File: src/rtl/core/dpcp_pkg.sv
// Shared types and constants of the delta patch command parser.
`timescale 1ns / 1ps

package dpcp_pkg;

   // Fixed field and header lengths of the patch format, in bytes.
   localparam int HDR_LEN  = 10;
   localparam int WORD_LEN = 4;
   localparam int CSUM_LEN = 16;

   // Bias added to the six-bit short length of copy and add opcodes.
   localparam int SHORT_BIAS = 5;

   localparam int FC_WIDTH = 5;

   // Opcode classes, taken from the top two bits of an opcode byte.
   localparam logic [1:0] OP_COPY = 2'b00;
   localparam logic [1:0] OP_CSUM = 2'b01;
   localparam logic [1:0] OP_ADD  = 2'b10;
   localparam logic [1:0] OP_SKIP = 2'b11;

   // Result command codes.
   localparam logic [1:0] CMD_COPY   = 2'd0;
   localparam logic [1:0] CMD_ADD    = 2'd1;
   localparam logic [1:0] CMD_TRUNC  = 2'd2;
   localparam logic [1:0] CMD_BADSEL = 2'd3;

   typedef enum logic [6:0] {
      PH_HEADER   = 7'b0000001,
      PH_OPCODE   = 7'b0000010,
      PH_COPY_OFF = 7'b0000100,
      PH_COPY_LEN = 7'b0001000,
      PH_ADD_LEN  = 7'b0010000,
      PH_ADD_DATA = 7'b0100000,
      PH_CSUM     = 7'b1000000
   } phase_type;

   typedef struct packed {
      logic [7:0] patch_byte;
      logic       end_of_patch;
   } req_type;

   typedef struct packed {
      logic [1:0]  command;
      logic [31:0] offset;
      logic [31:0] length;
   } rsp_type;

   // One decoded result leaving the parser.
   typedef struct packed {
      logic    valid;
      rsp_type rsp;
   } parse_out_type;

endpackage

File: src/rtl/core/dpcp_parser.sv
// Byte-wise parse state machine of the delta patch command parser.
`timescale 1ns / 1ps

module dpcp_parser #(
   parameter int POS_WIDTH = 32
) (
   input  logic                    clock,
   input  logic                    reset,
   input  logic                    accept,
   input  dpcp_pkg::req_type       req,
   output dpcp_pkg::parse_out_type result
);
   import dpcp_pkg::*;

   phase_type              phase_ff, phase_in;
   logic [POS_WIDTH-1:0]   pos_ff, pos_in, pos_inc;
   logic [FC_WIDTH-1:0]    fc_ff, fc_in, fc_inc;
   logic [31:0]            off_ff, off_in;
   logic [31:0]            len_ff, len_in;
   logic [5:0]             short_ff, short_in;
   logic [31:0]            skip_ff, skip_in, skip_dec;
   logic                   halted_ff, halted_in;

   logic                   fail;
   logic                   emit;
   logic [1:0]             cmd;
   logic [31:0]            res_off;
   logic [31:0]            res_len;
   logic [7:0]             b;
   logic                   last;

   assign b        = req.patch_byte;
   assign last     = req.end_of_patch;
   assign pos_inc  = pos_ff + POS_WIDTH'(1);
   assign fc_inc   = fc_ff + FC_WIDTH'(1);
   assign skip_dec = skip_ff - 32'(skip_ff != 32'd0);

   always_comb begin
      phase_in  = phase_ff;
      pos_in    = pos_ff;
      fc_in     = fc_ff;
      off_in    = off_ff;
      len_in    = len_ff;
      short_in  = short_ff;
      skip_in   = skip_ff;
      halted_in = halted_ff;
      fail      = 1'b0;
      emit      = 1'b0;
      cmd       = CMD_COPY;
      res_off   = 32'd0;
      res_len   = 32'd0;

      if (accept && !halted_ff) begin
         case (phase_ff)
            PH_HEADER: begin
               fc_in = fc_inc;
               if (fc_ff == FC_WIDTH'(HDR_LEN - 1)) begin
                  fc_in    = '0;
                  phase_in = PH_OPCODE;
               end
            end
            PH_OPCODE: begin
               short_in = b[5:0];
               fc_in    = '0;
               case (b[7:6])
                  OP_COPY: begin
                     phase_in = PH_COPY_OFF;
                     fail     = last;
                     cmd      = CMD_TRUNC;
                  end
                  OP_ADD: begin
                     if (b[5:0] != 6'd0) begin
                        emit     = 1'b1;
                        cmd      = CMD_ADD;
                        res_off  = 32'(pos_inc);
                        res_len  = 32'(b[5:0]) + 32'(SHORT_BIAS);
                        skip_in  = res_len;
                        phase_in = PH_ADD_DATA;
                     end else begin
                        phase_in = PH_ADD_LEN;
                        fail     = last;
                        cmd      = CMD_TRUNC;
                     end
                  end
                  OP_CSUM: begin
                     phase_in = PH_CSUM;
                     if (b[5:0] > 6'd1) begin
                        fail = 1'b1;
                        cmd  = CMD_BADSEL;
                     end else begin
                        fail = last;
                        cmd  = CMD_TRUNC;
                     end
                  end
                  default: ;
               endcase
            end
            PH_COPY_OFF: begin
               off_in = {off_ff[23:0], b};
               fc_in  = fc_inc;
               if (fc_ff == FC_WIDTH'(WORD_LEN - 1)) begin
                  fc_in = '0;
                  if (short_ff != 6'd0) begin
                     emit     = 1'b1;
                     cmd      = CMD_COPY;
                     res_off  = off_in;
                     res_len  = 32'(short_ff) + 32'(SHORT_BIAS);
                     phase_in = PH_OPCODE;
                  end else begin
                     phase_in = PH_COPY_LEN;
                     fail     = last;
                     cmd      = CMD_TRUNC;
                  end
               end else begin
                  fail = last;
                  cmd  = CMD_TRUNC;
               end
            end
            PH_COPY_LEN, PH_ADD_LEN: begin
               len_in = {len_ff[23:0], b};
               fc_in  = fc_inc;
               if (fc_ff == FC_WIDTH'(WORD_LEN - 1)) begin
                  fc_in   = '0;
                  emit    = 1'b1;
                  res_len = len_in;
                  if (phase_ff == PH_COPY_LEN) begin
                     cmd      = CMD_COPY;
                     res_off  = off_ff;
                     phase_in = PH_OPCODE;
                  end else begin
                     cmd      = CMD_ADD;
                     res_off  = 32'(pos_inc);
                     skip_in  = len_in;
                     phase_in = (len_in != 32'd0) ? PH_ADD_DATA : PH_OPCODE;
                  end
               end else begin
                  fail = last;
                  cmd  = CMD_TRUNC;
               end
            end
            PH_ADD_DATA: begin
               skip_in = skip_dec;
               if (skip_dec == 32'd0) begin
                  phase_in = PH_OPCODE;
               end
            end
            PH_CSUM: begin
               fc_in = fc_inc;
               if (fc_ff == FC_WIDTH'(CSUM_LEN - 1)) begin
                  fc_in    = '0;
                  phase_in = PH_OPCODE;
               end else begin
                  fail = last;
                  cmd  = CMD_TRUNC;
               end
            end
            default: begin
               phase_in = PH_OPCODE;
            end
         endcase

         if (fail) begin
            // An error freezes the parser until the next reset.
            halted_in = 1'b1;
            emit      = 1'b1;
            res_off   = 32'd0;
            res_len   = 32'd0;
         end else begin
            pos_in = pos_inc;
            if (last) begin
               phase_in = PH_HEADER;
               pos_in   = '0;
               fc_in    = '0;
               off_in   = 32'd0;
               len_in   = 32'd0;
               short_in = 6'd0;
               skip_in  = 32'd0;
            end
         end
      end
   end

   assign result.valid       = emit;
   assign result.rsp.command = cmd;
   assign result.rsp.offset  = res_off;
   assign result.rsp.length  = res_len;

   always_ff @(posedge clock) begin
      if (reset) begin
         phase_ff  <= PH_HEADER;
         pos_ff    <= '0;
         fc_ff     <= '0;
         skip_ff   <= 32'd0;
         halted_ff <= 1'b0;
      end else begin
         phase_ff  <= phase_in;
         pos_ff    <= pos_in;
         fc_ff     <= fc_in;
         skip_ff   <= skip_in;
         halted_ff <= halted_in;
      end
   end

   // Assembly registers are always fully written before they are read.
   always_ff @(posedge clock) begin
      off_ff   <= off_in;
      len_ff   <= len_in;
      short_ff <= short_in;
   end

   a_halt_sticks: assert property (@(posedge clock) disable iff (reset)
      halted_ff |=> halted_ff)
      else $error("parser left the halted state without reset");

   a_halt_silent: assert property (@(posedge clock) disable iff (reset)
      halted_ff |-> !result.valid)
      else $error("halted parser produced a result");

   a_error_halts: assert property (@(posedge clock) disable iff (reset)
      result.valid && (result.rsp.command == CMD_TRUNC ||
                       result.rsp.command == CMD_BADSEL) |=> halted_ff)
      else $error("error result did not halt the parser");

   a_data_pending: assert property (@(posedge clock) disable iff (reset)
      phase_ff == PH_ADD_DATA |-> skip_ff != 32'd0)
      else $error("add data phase with nothing left to skip");

endmodule

File: src/rtl/core/delta_patch_command_parser.sv
// Top level of the delta patch command parser: parse core and result buffer.
`timescale 1ns / 1ps
// Results reach rsp_valid through the main entry register, via the skid entry if main is held.
// Throughput: one patch byte per cycle; req_stall rises only while both result entries are full.
// The parse state machine updates in the accept cycle; a two-entry buffer holds results.
// Reset (synchronous, active high) returns the parser to the header phase at byte position
// zero, clears the halt flag and empties the result buffer.

module delta_patch_command_parser #(
   parameter int POS_WIDTH = 32
) (
   input  logic              clock,
   input  logic              reset,
   input  logic              req_valid,
   output logic              req_stall,
   input  dpcp_pkg::req_type req_data,
   output logic              rsp_valid,
   input  logic              rsp_stall,
   output dpcp_pkg::rsp_type rsp_data
);
   import dpcp_pkg::*;

   // An item is taken whenever the overflow entry of the result buffer is
   // free. req_stall is a plain register output, so there is no combinational
   // path from rsp_stall back to req_stall.
   logic          accept;
   parse_out_type parsed;

   // Main entry drives the result port; the skid entry catches a result
   // that arrives while the main entry is held by a stalled consumer.
   logic    main_valid_ff, main_valid_in;
   rsp_type main_data_ff,  main_data_in;
   logic    skid_valid_ff, skid_valid_in;
   rsp_type skid_data_ff,  skid_data_in;
   logic    push;
   logic    pop;

   assign accept = req_valid && !skid_valid_ff;

   dpcp_parser #(
      .POS_WIDTH (POS_WIDTH)
   ) u_parser (
      .clock  (clock),
      .reset  (reset),
      .accept (accept),
      .req    (req_data),
      .result (parsed)
   );

   assign push = parsed.valid;
   assign pop  = main_valid_ff && !rsp_stall;

   always_comb begin
      main_valid_in = main_valid_ff;
      main_data_in  = main_data_ff;
      skid_valid_in = skid_valid_ff;
      skid_data_in  = skid_data_ff;
      if (skid_valid_ff) begin
         // Input is stalled here, so no new result can arrive.
         if (pop) begin
            main_data_in  = skid_data_ff;
            skid_valid_in = 1'b0;
         end
      end else if (push) begin
         if (!main_valid_ff || pop) begin
            main_valid_in = 1'b1;
            main_data_in  = parsed.rsp;
         end else begin
            skid_valid_in = 1'b1;
            skid_data_in  = parsed.rsp;
         end
      end else if (pop) begin
         main_valid_in = 1'b0;
      end
   end

   always_ff @(posedge clock) begin
      if (reset) begin
         main_valid_ff <= 1'b0;
         skid_valid_ff <= 1'b0;
      end else begin
         main_valid_ff <= main_valid_in;
         skid_valid_ff <= skid_valid_in;
      end
   end

   always_ff @(posedge clock) begin
      main_data_ff <= main_data_in;
      skid_data_ff <= skid_data_in;
   end

   assign req_stall = skid_valid_ff;
   assign rsp_valid = main_valid_ff;
   assign rsp_data  = main_data_ff;

   a_skid_behind_main: assert property (@(posedge clock) disable iff (reset)
      skid_valid_ff |-> main_valid_ff)
      else $error("skid entry holds a result ahead of an empty main entry");

   a_skid_held: assert property (@(posedge clock) disable iff (reset)
      skid_valid_ff && rsp_stall |=> skid_valid_ff)
      else $error("skid entry dropped while the consumer stalled");

   a_overflow_to_skid: assert property (@(posedge clock) disable iff (reset)
      push && main_valid_ff && rsp_stall && !skid_valid_ff |=> skid_valid_ff)
      else $error("result arriving behind a stalled entry was not kept");

   a_no_push_when_full: assert property (@(posedge clock) disable iff (reset)
      skid_valid_ff |-> !push)
      else $error("result produced while the buffer was full");

endmodule

File: config.mk
export PLATFORM = sky130hd
export DESIGN_NAME = delta_patch_command_parser
export DESIGN_NICKNAME = d
export VERILOG_FILES = /design/src/rtl/core/dpcp_pkg.sv /design/src/rtl/core/dpcp_parser.sv /design/src/rtl/core/delta_patch_command_parser.sv
export SDC_FILE = /design/constraint.sdc
export NUM_CORES = 1
export LEC_CHECK = 0
export ABC_AREA = 1
export ABC_CLOCK_PERIOD_IN_PS = 12850
export BUFFER_PORTS_ARGS = -buffer_cell sky130_fd_sc_hd__clkbuf_2
export CORE_MARGIN = 3
export CORE_UTILIZATION = 40
export DETAILED_ROUTE_END_ITERATION = 8
export PLACE_DENSITY = 0.68
export SKIP_LAST_GASP = 1
export SYNTH_ARGS = -nofsm -noshare
export SYNTH_HDL_FRONTEND = slang
export SYNTH_SLANG_ARGS = --single-unit
File: constraint.sdc
create_clock -name clock -period 12.85 [get_ports clock]
set_clock_uncertainty 0.15 [all_clocks]
set_input_delay 0.6425 -clock clock [delete_from_list [all_inputs] [get_ports clock]]
set_output_delay 0.6425 -clock clock [all_outputs]
set_load 0.02 [all_outputs]
==> results of run 1 <==
[through the flow]
step           area [um2]  hold WS, ns  instances  worst slack [ns]
4_1_cts             17000        0.285       2375              8.32
2_1_floorplan       15200        0.285       1800              7.02
5_1_grt             17000        0.336       2375              7.99
6_report            17000        0.308       2375              8.40
3_5_place_dp        15900        0.311       2317              8.37
3_3_place_gp        15900        0.305       2317              8.41
[sequential cells by signal (all words and copies together), names as in the netlist]
signal	count
u_parser.halted_ff	1
u_parser.short_ff	6
rsp_data	66
skid_data_ff	66
u_parser.phase_ff	7
req_stall	1
u_parser.skip_ff	32
rsp_valid	1
u_parser.len_ff	24
u_parser.off_ff	32
u_parser.fc_ff	5
u_parser.pos_ff	32
[cells in the mapped netlist, types with 13 or more instances]
cell,number
o21ai_0,37
dfxtp_1,79
nor3_1,35
edfxtp_1,194
nand3_1,80
nand4_1,22
buf_2,13
a21oi_1,108
nor3_2,21
nor4_1,14
nand2_1,386
nor2_1,181
xor2_1,22
a22oi_1,16
o221ai_1,19
clkbuf_1,45
mux2_2,44
o22ai_1,35
o211ai_1,62
o21ai_1,16
inv_1,268
[routing by layer]
metal  wire length [um]  part of all wire (%)  track usage (%)
met3               2160                   4.9             2.68
met4               2050                   4.7             8.58
met2              21400                    49             36.7
met1              18400                    42             27.3
met5                  0                     0                0
[final timing paths]
kind	startpoint	to	slack [ns]	cells after the start
hold reg to reg	u_parser.pos_ff[7]	u_parser.pos_ff[7]	0.32	2
hold / removal	req_data[5]	u_parser.off_ff[4]	0.31	3
setup reg to reg	u_parser.phase_ff[4]	skid_data_ff[28]	8.40	14
setup / recovery	u_parser.phase_ff[4]	skid_data_ff[28]	8.40	14
[cell type report]
class | instances | area (um2) | share of cell area (%)
Sequential cell | 273 | 7410 | 43.6
Multi-Input combinational cell | 1169 | 6360 | 37.4
Inverter | 279 | 1050 | 6.16
Clock buffer | 40 | 860 | 5.06
Tap cell | 504 | 631 | 3.71
Timing Repair Buffer | 92 | 490 | 2.89
Clock inverter | 18 | 199 | 1.17
[power by group through the flow]
stage | clock network (uW) | registers [uW] | logic [uW]
2_1_floorplan | 0 | 974 | 50.8
3_3_place_gp | 0 | 977 | 72.7
3_5_place_dp | 0 | 978 | 73.3
4_1_cts | 943 | 959 | 73.9
5_1_grt | 976 | 960 | 82.9
6_report | 922 | 959 | 74.7
[placed cells by master, fill, tap and decap left out, types with 6 or more instances in the layout]
master | netlist | layout
inv_2 | 9 | 10
nor4_1 | 14 | 13
a21oi_1 | 108 | 108
mux2_2 | 44 | 44
a31oi_4 | 6 | 7
o211ai_1 | 62 | 62
nand2_1 | 386 | 386
nor3_2 | 21 | 21
nor2_1 | 181 | 181
nor2_2 | 6 | 6
nand4_1 | 22 | 22
buf_4 | 8 | 12
nor3_1 | 35 | 35
clkinv_1 | 2 | 8
clkbuf_2 | 2 | 80
inv_1 | 268 | 268
o221ai_1 | 19 | 19
o21ai_0 | 37 | 37
dfxtp_1 | 79 | 78
a22oi_1 | 16 | 16
clkbuf_16 | 0 | 31
ha_1 | 12 | 12
xor2_1 | 22 | 22
or2_2 | 12 | 12
o21ai_1 | 16 | 16
o22ai_1 | 35 | 35
edfxtp_1 | 194 | 194
nand3_1 | 80 | 80
[worst reg2reg max path, cell delays in order, from the launching register on]
cell and delay (ns):
dfxtp_1 0.36, inv_1 0.14, nand3_2 0.14, inv_2 0.11, nand4_2 0.14, nand2_1 0.31, buf_4 0.43, inv_2 0.17
nand2_1 0.14, nor3_2 0.06, nor2_1 0.12, inv_1 0.07, or2_1 0.31, a21boi_4 0.77, buf_4 0.66
[kinds of logic (layout without fill, tap and decap cells)]
logic type / Yosys count / count (layout)
and+or+nand+nor: 770 / 770
buffers and inverters: 358 / 429
AOI/OAI and AO/OA: 319 / 319
DFF: 273 / 273
muxes: 44 / 44
xor gates and xnor gates: 24 / 24
adders and majority gates: 12 / 12
==> flow_summary.json, run 1 <==
{
  "post-route-util_pct": 46.0,
  "grt_pass1_vias": 12519,
  "synth_top_family_by_area": "simple AND/OR/NAND/NOR gates",
  "postSynthAreaPerCell_um2": 8.42,
  "min_period_ns": 4.45,
  "drc_errors": 0,
  "intPower_uw": 1520,
  "cp_slowest_stage_delay_ns": 0.77,
  "peakVddDrop_mv": 0.102,
  "power.density_mw_per_mm2": 115,
  "ys.flop_type": "edfxtp_1",
  "synth_edf_count": 194,
  "setup-violations-final": 0,
  "rsz0062_at_grt": "no",
  "worstMarginPinSlew_ns": 1.01,
  "async_reset_ff_share_pct": 0,
  "holdBufCountCts": 0,
  "ctsResizeCount": 0,
  "slew_headroom_pct": 32.7,
  "comb_power_share_pct": 3.8,
  "antenna_found_initial": 0,
  "crit_path_max_fanout": 41,
  "arrival_ns": 4.51,
  "antennaDiodeCount": 0,
  "yosys.area_share.simple_pct": 22.5,
  "grt_overflow_total": 0,
  "area_growth_pct": 12.2,
  "power_leakage_uw": 0.00680,
  "drt-total-wl_um": 44000,
  "dp_hpwl_um": 31100,
  "path_cells": "inv_1 -> nand3_2 -> inv_2 -> nand4_2 -> nand2_1 -> buf_4 -> inv_2 -> nand2_1 -> nor3_2 -> nor2_1 -> inv_1 -> or2_1 -> a21boi_4 -> buf_4",
  "ys.warnings.count": 0,
  "firstDrtPassIters": 6,
  "drv_cap": 0,
  "clock_latency_ns": 0.59,
  "die-area_mm2": 0.0402,
  "swShare_pct": 22.4,
  "clockRootBuffer": "clkbuf_16",
  "synth_top_area_cell": "edfxtp_1",
  "syn_inst": 1800,
  "netlist_area_mm2": 0.0152,
  "num-nets-final": 1871,
  "period_share_pct": 34.6,
  "muxShareOfSynthArea_pct": 3.27,
  "fin_setup_tns_ns": 0,
  "slowest_stage": "a21boi_4",
  "initial_core_util_pct": 41.0,
  "end_kind": "flop",
  "postCtsSetupRepairBufs": 0,
  "fmax_mhz": 225,
  "cts_tree": "done",
  "seq_power_share_pct": 49.0,
  "clkSlewWorstSetupHoldPaths_ns": 0.06,
  "cts_buffers": 31,
  "status": "completed",
  "drtIter0Drc": 1238,
  "grt_usage_pct": 21.3,
  "critical_path_buf_inv_count": 6,
  "cts-htree-levels": 1,
  "crit_family": "buffers and inverters",
  "ys_ff_latch": 273,
  "synth_nets": 1825,
  "wl_per_cell_um": 18.5,
  "coreArea_mm2": 0.0370,
  "n_fill_cell": 3649,
  "slew_violations": 0,
  "drive_above_1_share_pct": 13.7,
  "yosys.area.top_type_share_pct": 38.5,
  "critPathLaunchType": "flop",
  "grt_pass1_wl_um": 69600,
  "rows": 70,
  "pwr-share-clk_pct": 47.1,
  "synth_compound_area_share_pct": 13.6,
  "cts.path.max_buffers": 3,
  "synth-adder-area-share_pct": 0.991,
  "min_path_type": "input pin to flop",
  "power_switching_uw": 439,
  "gp_congestion": 0.961,
  "io_buffers": 80,
  "synth_xor_area_share_pct": 1.39,
  "clkSinkCount": 273,
  "viasPerCell": 5.41,
  "synthDistinctLibCells": 53,
  "cp_data_required_time_ns": 12.91,
  "ys_seq_area_share_pct": 48.9,
  "die_h_um": 201,
  "vias": 12839,
  "grt_max_degree": 78,
  "ys_top_cells_by_area": "edfxtp_1 38%, dfxtp_1 10%, nand2_1 9.6%",
  "die_w_um": 201,
  "io_pins": 81,
  "total_power_uw": 1960,
  "hold_viol": 0,
  "drtAntennaViolNets": 0,
  "crit_type": "flop to flop"
}
(Power assumes the default switching activity.)
==> run 2, diff against run 1 <==
Settings changed: ABC_CLOCK_PERIOD_IN_PS 12850 to 4600.
Clock period 12.85 ns to 4.6 ns, I/O delays scaled along.
==> run 2 against run 1 <==
  * Flip-flop and latch count unchanged
  * Final area grew 0.88%
  * Sequential power rose to 2.8 times the previous value
  * Final cell count grew 0.38%
  * Total power grew to 2.9 times the previous value
  * Sequential share of layout area decreased by 0.38 points
  * Die area unchanged
  * First-iteration DRC count shrank 1.4%
  * Critical path depth is 3 lower
  * Register-to-register slack worse by 7.4 ns
  * Hold slack worse by 0.29 ns
  * Global-route usage grew 0.19 points
  * Critical endpoint is now rsp_data[55]
  * Largest power group is now the clock network
==> flow_summary.json, run 2 (synthesized netlist as in run 1, its figures left out) <==
{
  "status": "completed",
  "intPower_uw": 4390,
  "drc_errors": 0,
  "final_cell_area_mm2": 0.0171,
  "cts_tree": "done",
  "r2r_start": "u_parser.fc_ff[0]",
  "io_pins": 81,
  "slew_violations": 0,
  "crit_type": "flop to flop",
  "drtAntennaViolNets": 0,
  "clockRootBuffer": "clkbuf_16",
  "antenna_found_initial": 0,
  "critPathLaunchType": "flop",
  "power.density_mw_per_mm2": 329,
  "rows": 70,
  "final_cell_mix": "386 x nand2_1, 268 x inv_1, 194 x edfxtp_1",
  "fmax_mhz": 276,
  "vias": 12915,
  "cts-htree-levels": 2,
  "peakVddDrop_mv": 0.224,
  "io_buffers": 80,
  "die_w_um": 201,
  "period_share_pct": 78.7,
  "min_path_type": "input pin to flop",
  "seq_power_share_pct": 47.5,
  "drtIter0Drc": 1221,
  "grt_usage_pct": 21.5,
  "setup-violations-final": 0,
  "grt_overflow_total": 0,
  "end_kind": "flop",
  "worstMarginPinSlew_ns": 1.01,
  "initial_core_util_pct": 41.0,
  "gp_congestion": 0.954,
  "coreArea_mm2": 0.0370,
  "drive_above_1_share_pct": 13.7,
  "comb_power_share_pct": 3.8,
  "rsz0062_at_grt": "no",
  "clkSinkCount": 273,
  "die-area_mm2": 0.0402,
  "postCtsSetupRepairBufs": 0,
  "path_cells": "ha_1 -> nand3_1 -> inv_1 -> nand2_1 -> nor2_1 -> inv_2 -> nand2_2 -> nand3_1 -> o221ai_1 -> nand2_1 -> a21oi_1",
  "cts_buffers": 34,
  "grt_pass1_wl_um": 70000,
  "grt_max_degree": 69,
  "antennaDiodeCount": 0,
  "cp_slowest_stage_delay_ns": 0.55,
  "viasPerCell": 5.42,
  "r2r_end": "rsp_data[55]",
  "dp_hpwl_um": 30900,
  "hold_ws_ns": 0.0152,
  "total_power_uw": 5650,
  "setup.worst_path.start": "u_parser.fc_ff[0]",
  "swShare_pct": 22.3,
  "num-nets-final": 1879,
  "ctsResizeCount": 0,
  "n_fill_cell": 3632,
  "power_switching_uw": 1260,
  "cts.path.max_buffers": 3,
  "die_h_um": 201,
  "wl_per_cell_um": 18.7,
  "holdBufCountCts": 3,
  "area_growth_pct": 13.2,
  "min_period_ns": 3.62,
  "pwr-share-clk_pct": 48.7,
  "grt_pass1_vias": 12420,
  "crit_end": "rsp_data[55]",
  "firstDrtPassIters": 6,
  "slowest_stage": "nand2_2",
  "power_leakage_uw": 0.00687,
  "slew_headroom_pct": 32.7,
  "cp_data_required_time_ns": 4.83,
  "placed_area_mm2": 0.0160,
  "crit_path_max_fanout": 30,
  "clock_latency_ns": 0.53,
  "clkSlewWorstSetupHoldPaths_ns": 0.06,
  "post-route-util_pct": 46.4,
  "hold_viol": 0,
  "arrival_ns": 3.85,
  "drt-total-wl_um": 44500,
  "final_common_cell": "nand2_1",
  "drv_cap": 0,
  "r2r_cells": 11,
  "ff2ff_setup_slack_ns": 0.98,
  "fin_setup_tns_ns": 0
}
[run 2: cell types whose count changed in the layout (fill, tap and decap cells not counted), sizes merged]
cell / change
dlygate4sd3: +3
clkinvlp: -1
clkinv: +2
buf: +2
inv: -1
clkbuf: +4
[run 2: how the worst min path moves through the flow]
stage	startpoint	endpoint	cells after the start
global route	rsp_stall	req_stall	4
floorplan	req_data[0]	u_parser.pos_ff[0]	3
global placement	u_parser.halted_ff	u_parser.halted_ff	2
CTS	rsp_stall	req_stall	4
finish	rsp_stall	req_stall	4
detailed placement	u_parser.halted_ff	u_parser.halted_ff	2
[run 2: area by class of cell]
| cell class | count | area [um2] | area share (%) |
|---|---|---|---|
| clock buffer | 44 | 950 | 5.54 |
| multi-input combinational | 1169 | 6360 | 37.1 |
| tap | 504 | 631 | 3.68 |
| inverter | 279 | 1050 | 6.11 |
| sequential | 273 | 7410 | 43.2 |
| timing repair buffer | 97 | 548 | 3.20 |
| clock inverter | 18 | 200 | 1.17 |
[run 2: critical path, delay by kind of cell (launching register included)]
| kind | cells | cell delay, ns |
|---|---|---|
| compound gates | 2 | 0.31 |
| buf+inv | 2 | 0.73 |
| simple gates | 6 | 1.64 |
| flops | 1 | 0.41 |
| fa+ha+maj | 1 | 0.22 |
[run 2: power by group through the flow]
stage | combinational (uW) | sequential, uW | clock (uW)
after CTS | 210 | 2680 | 2810
final | 212 | 2680 | 2750
after global routing | 234 | 2680 | 2890
after global placement | 203 | 2730 | 0
after detailed placement | 207 | 2730 | 0
after floorplan | 142 | 2720 | 0
[run 2: metrics by stage]
step | cells | setup WS [ns]
finish | 2384 | 0.979
global route | 2384 | 0.639
CTS | 2384 | 1.04
detailed placement | 2319 | 1.07
global placement | 2319 | 1.16
floorplan | 1800 | 0.432
[run 2: metal layers]
metal  track usage (%)  vias up  share of wire, %
met2              36.6      443                49
met5                 0        -                 0
met3              2.95       76               5.8
li1                  -     6200                 -
met1              28.1     6196                42
met4              7.90        0               3.3
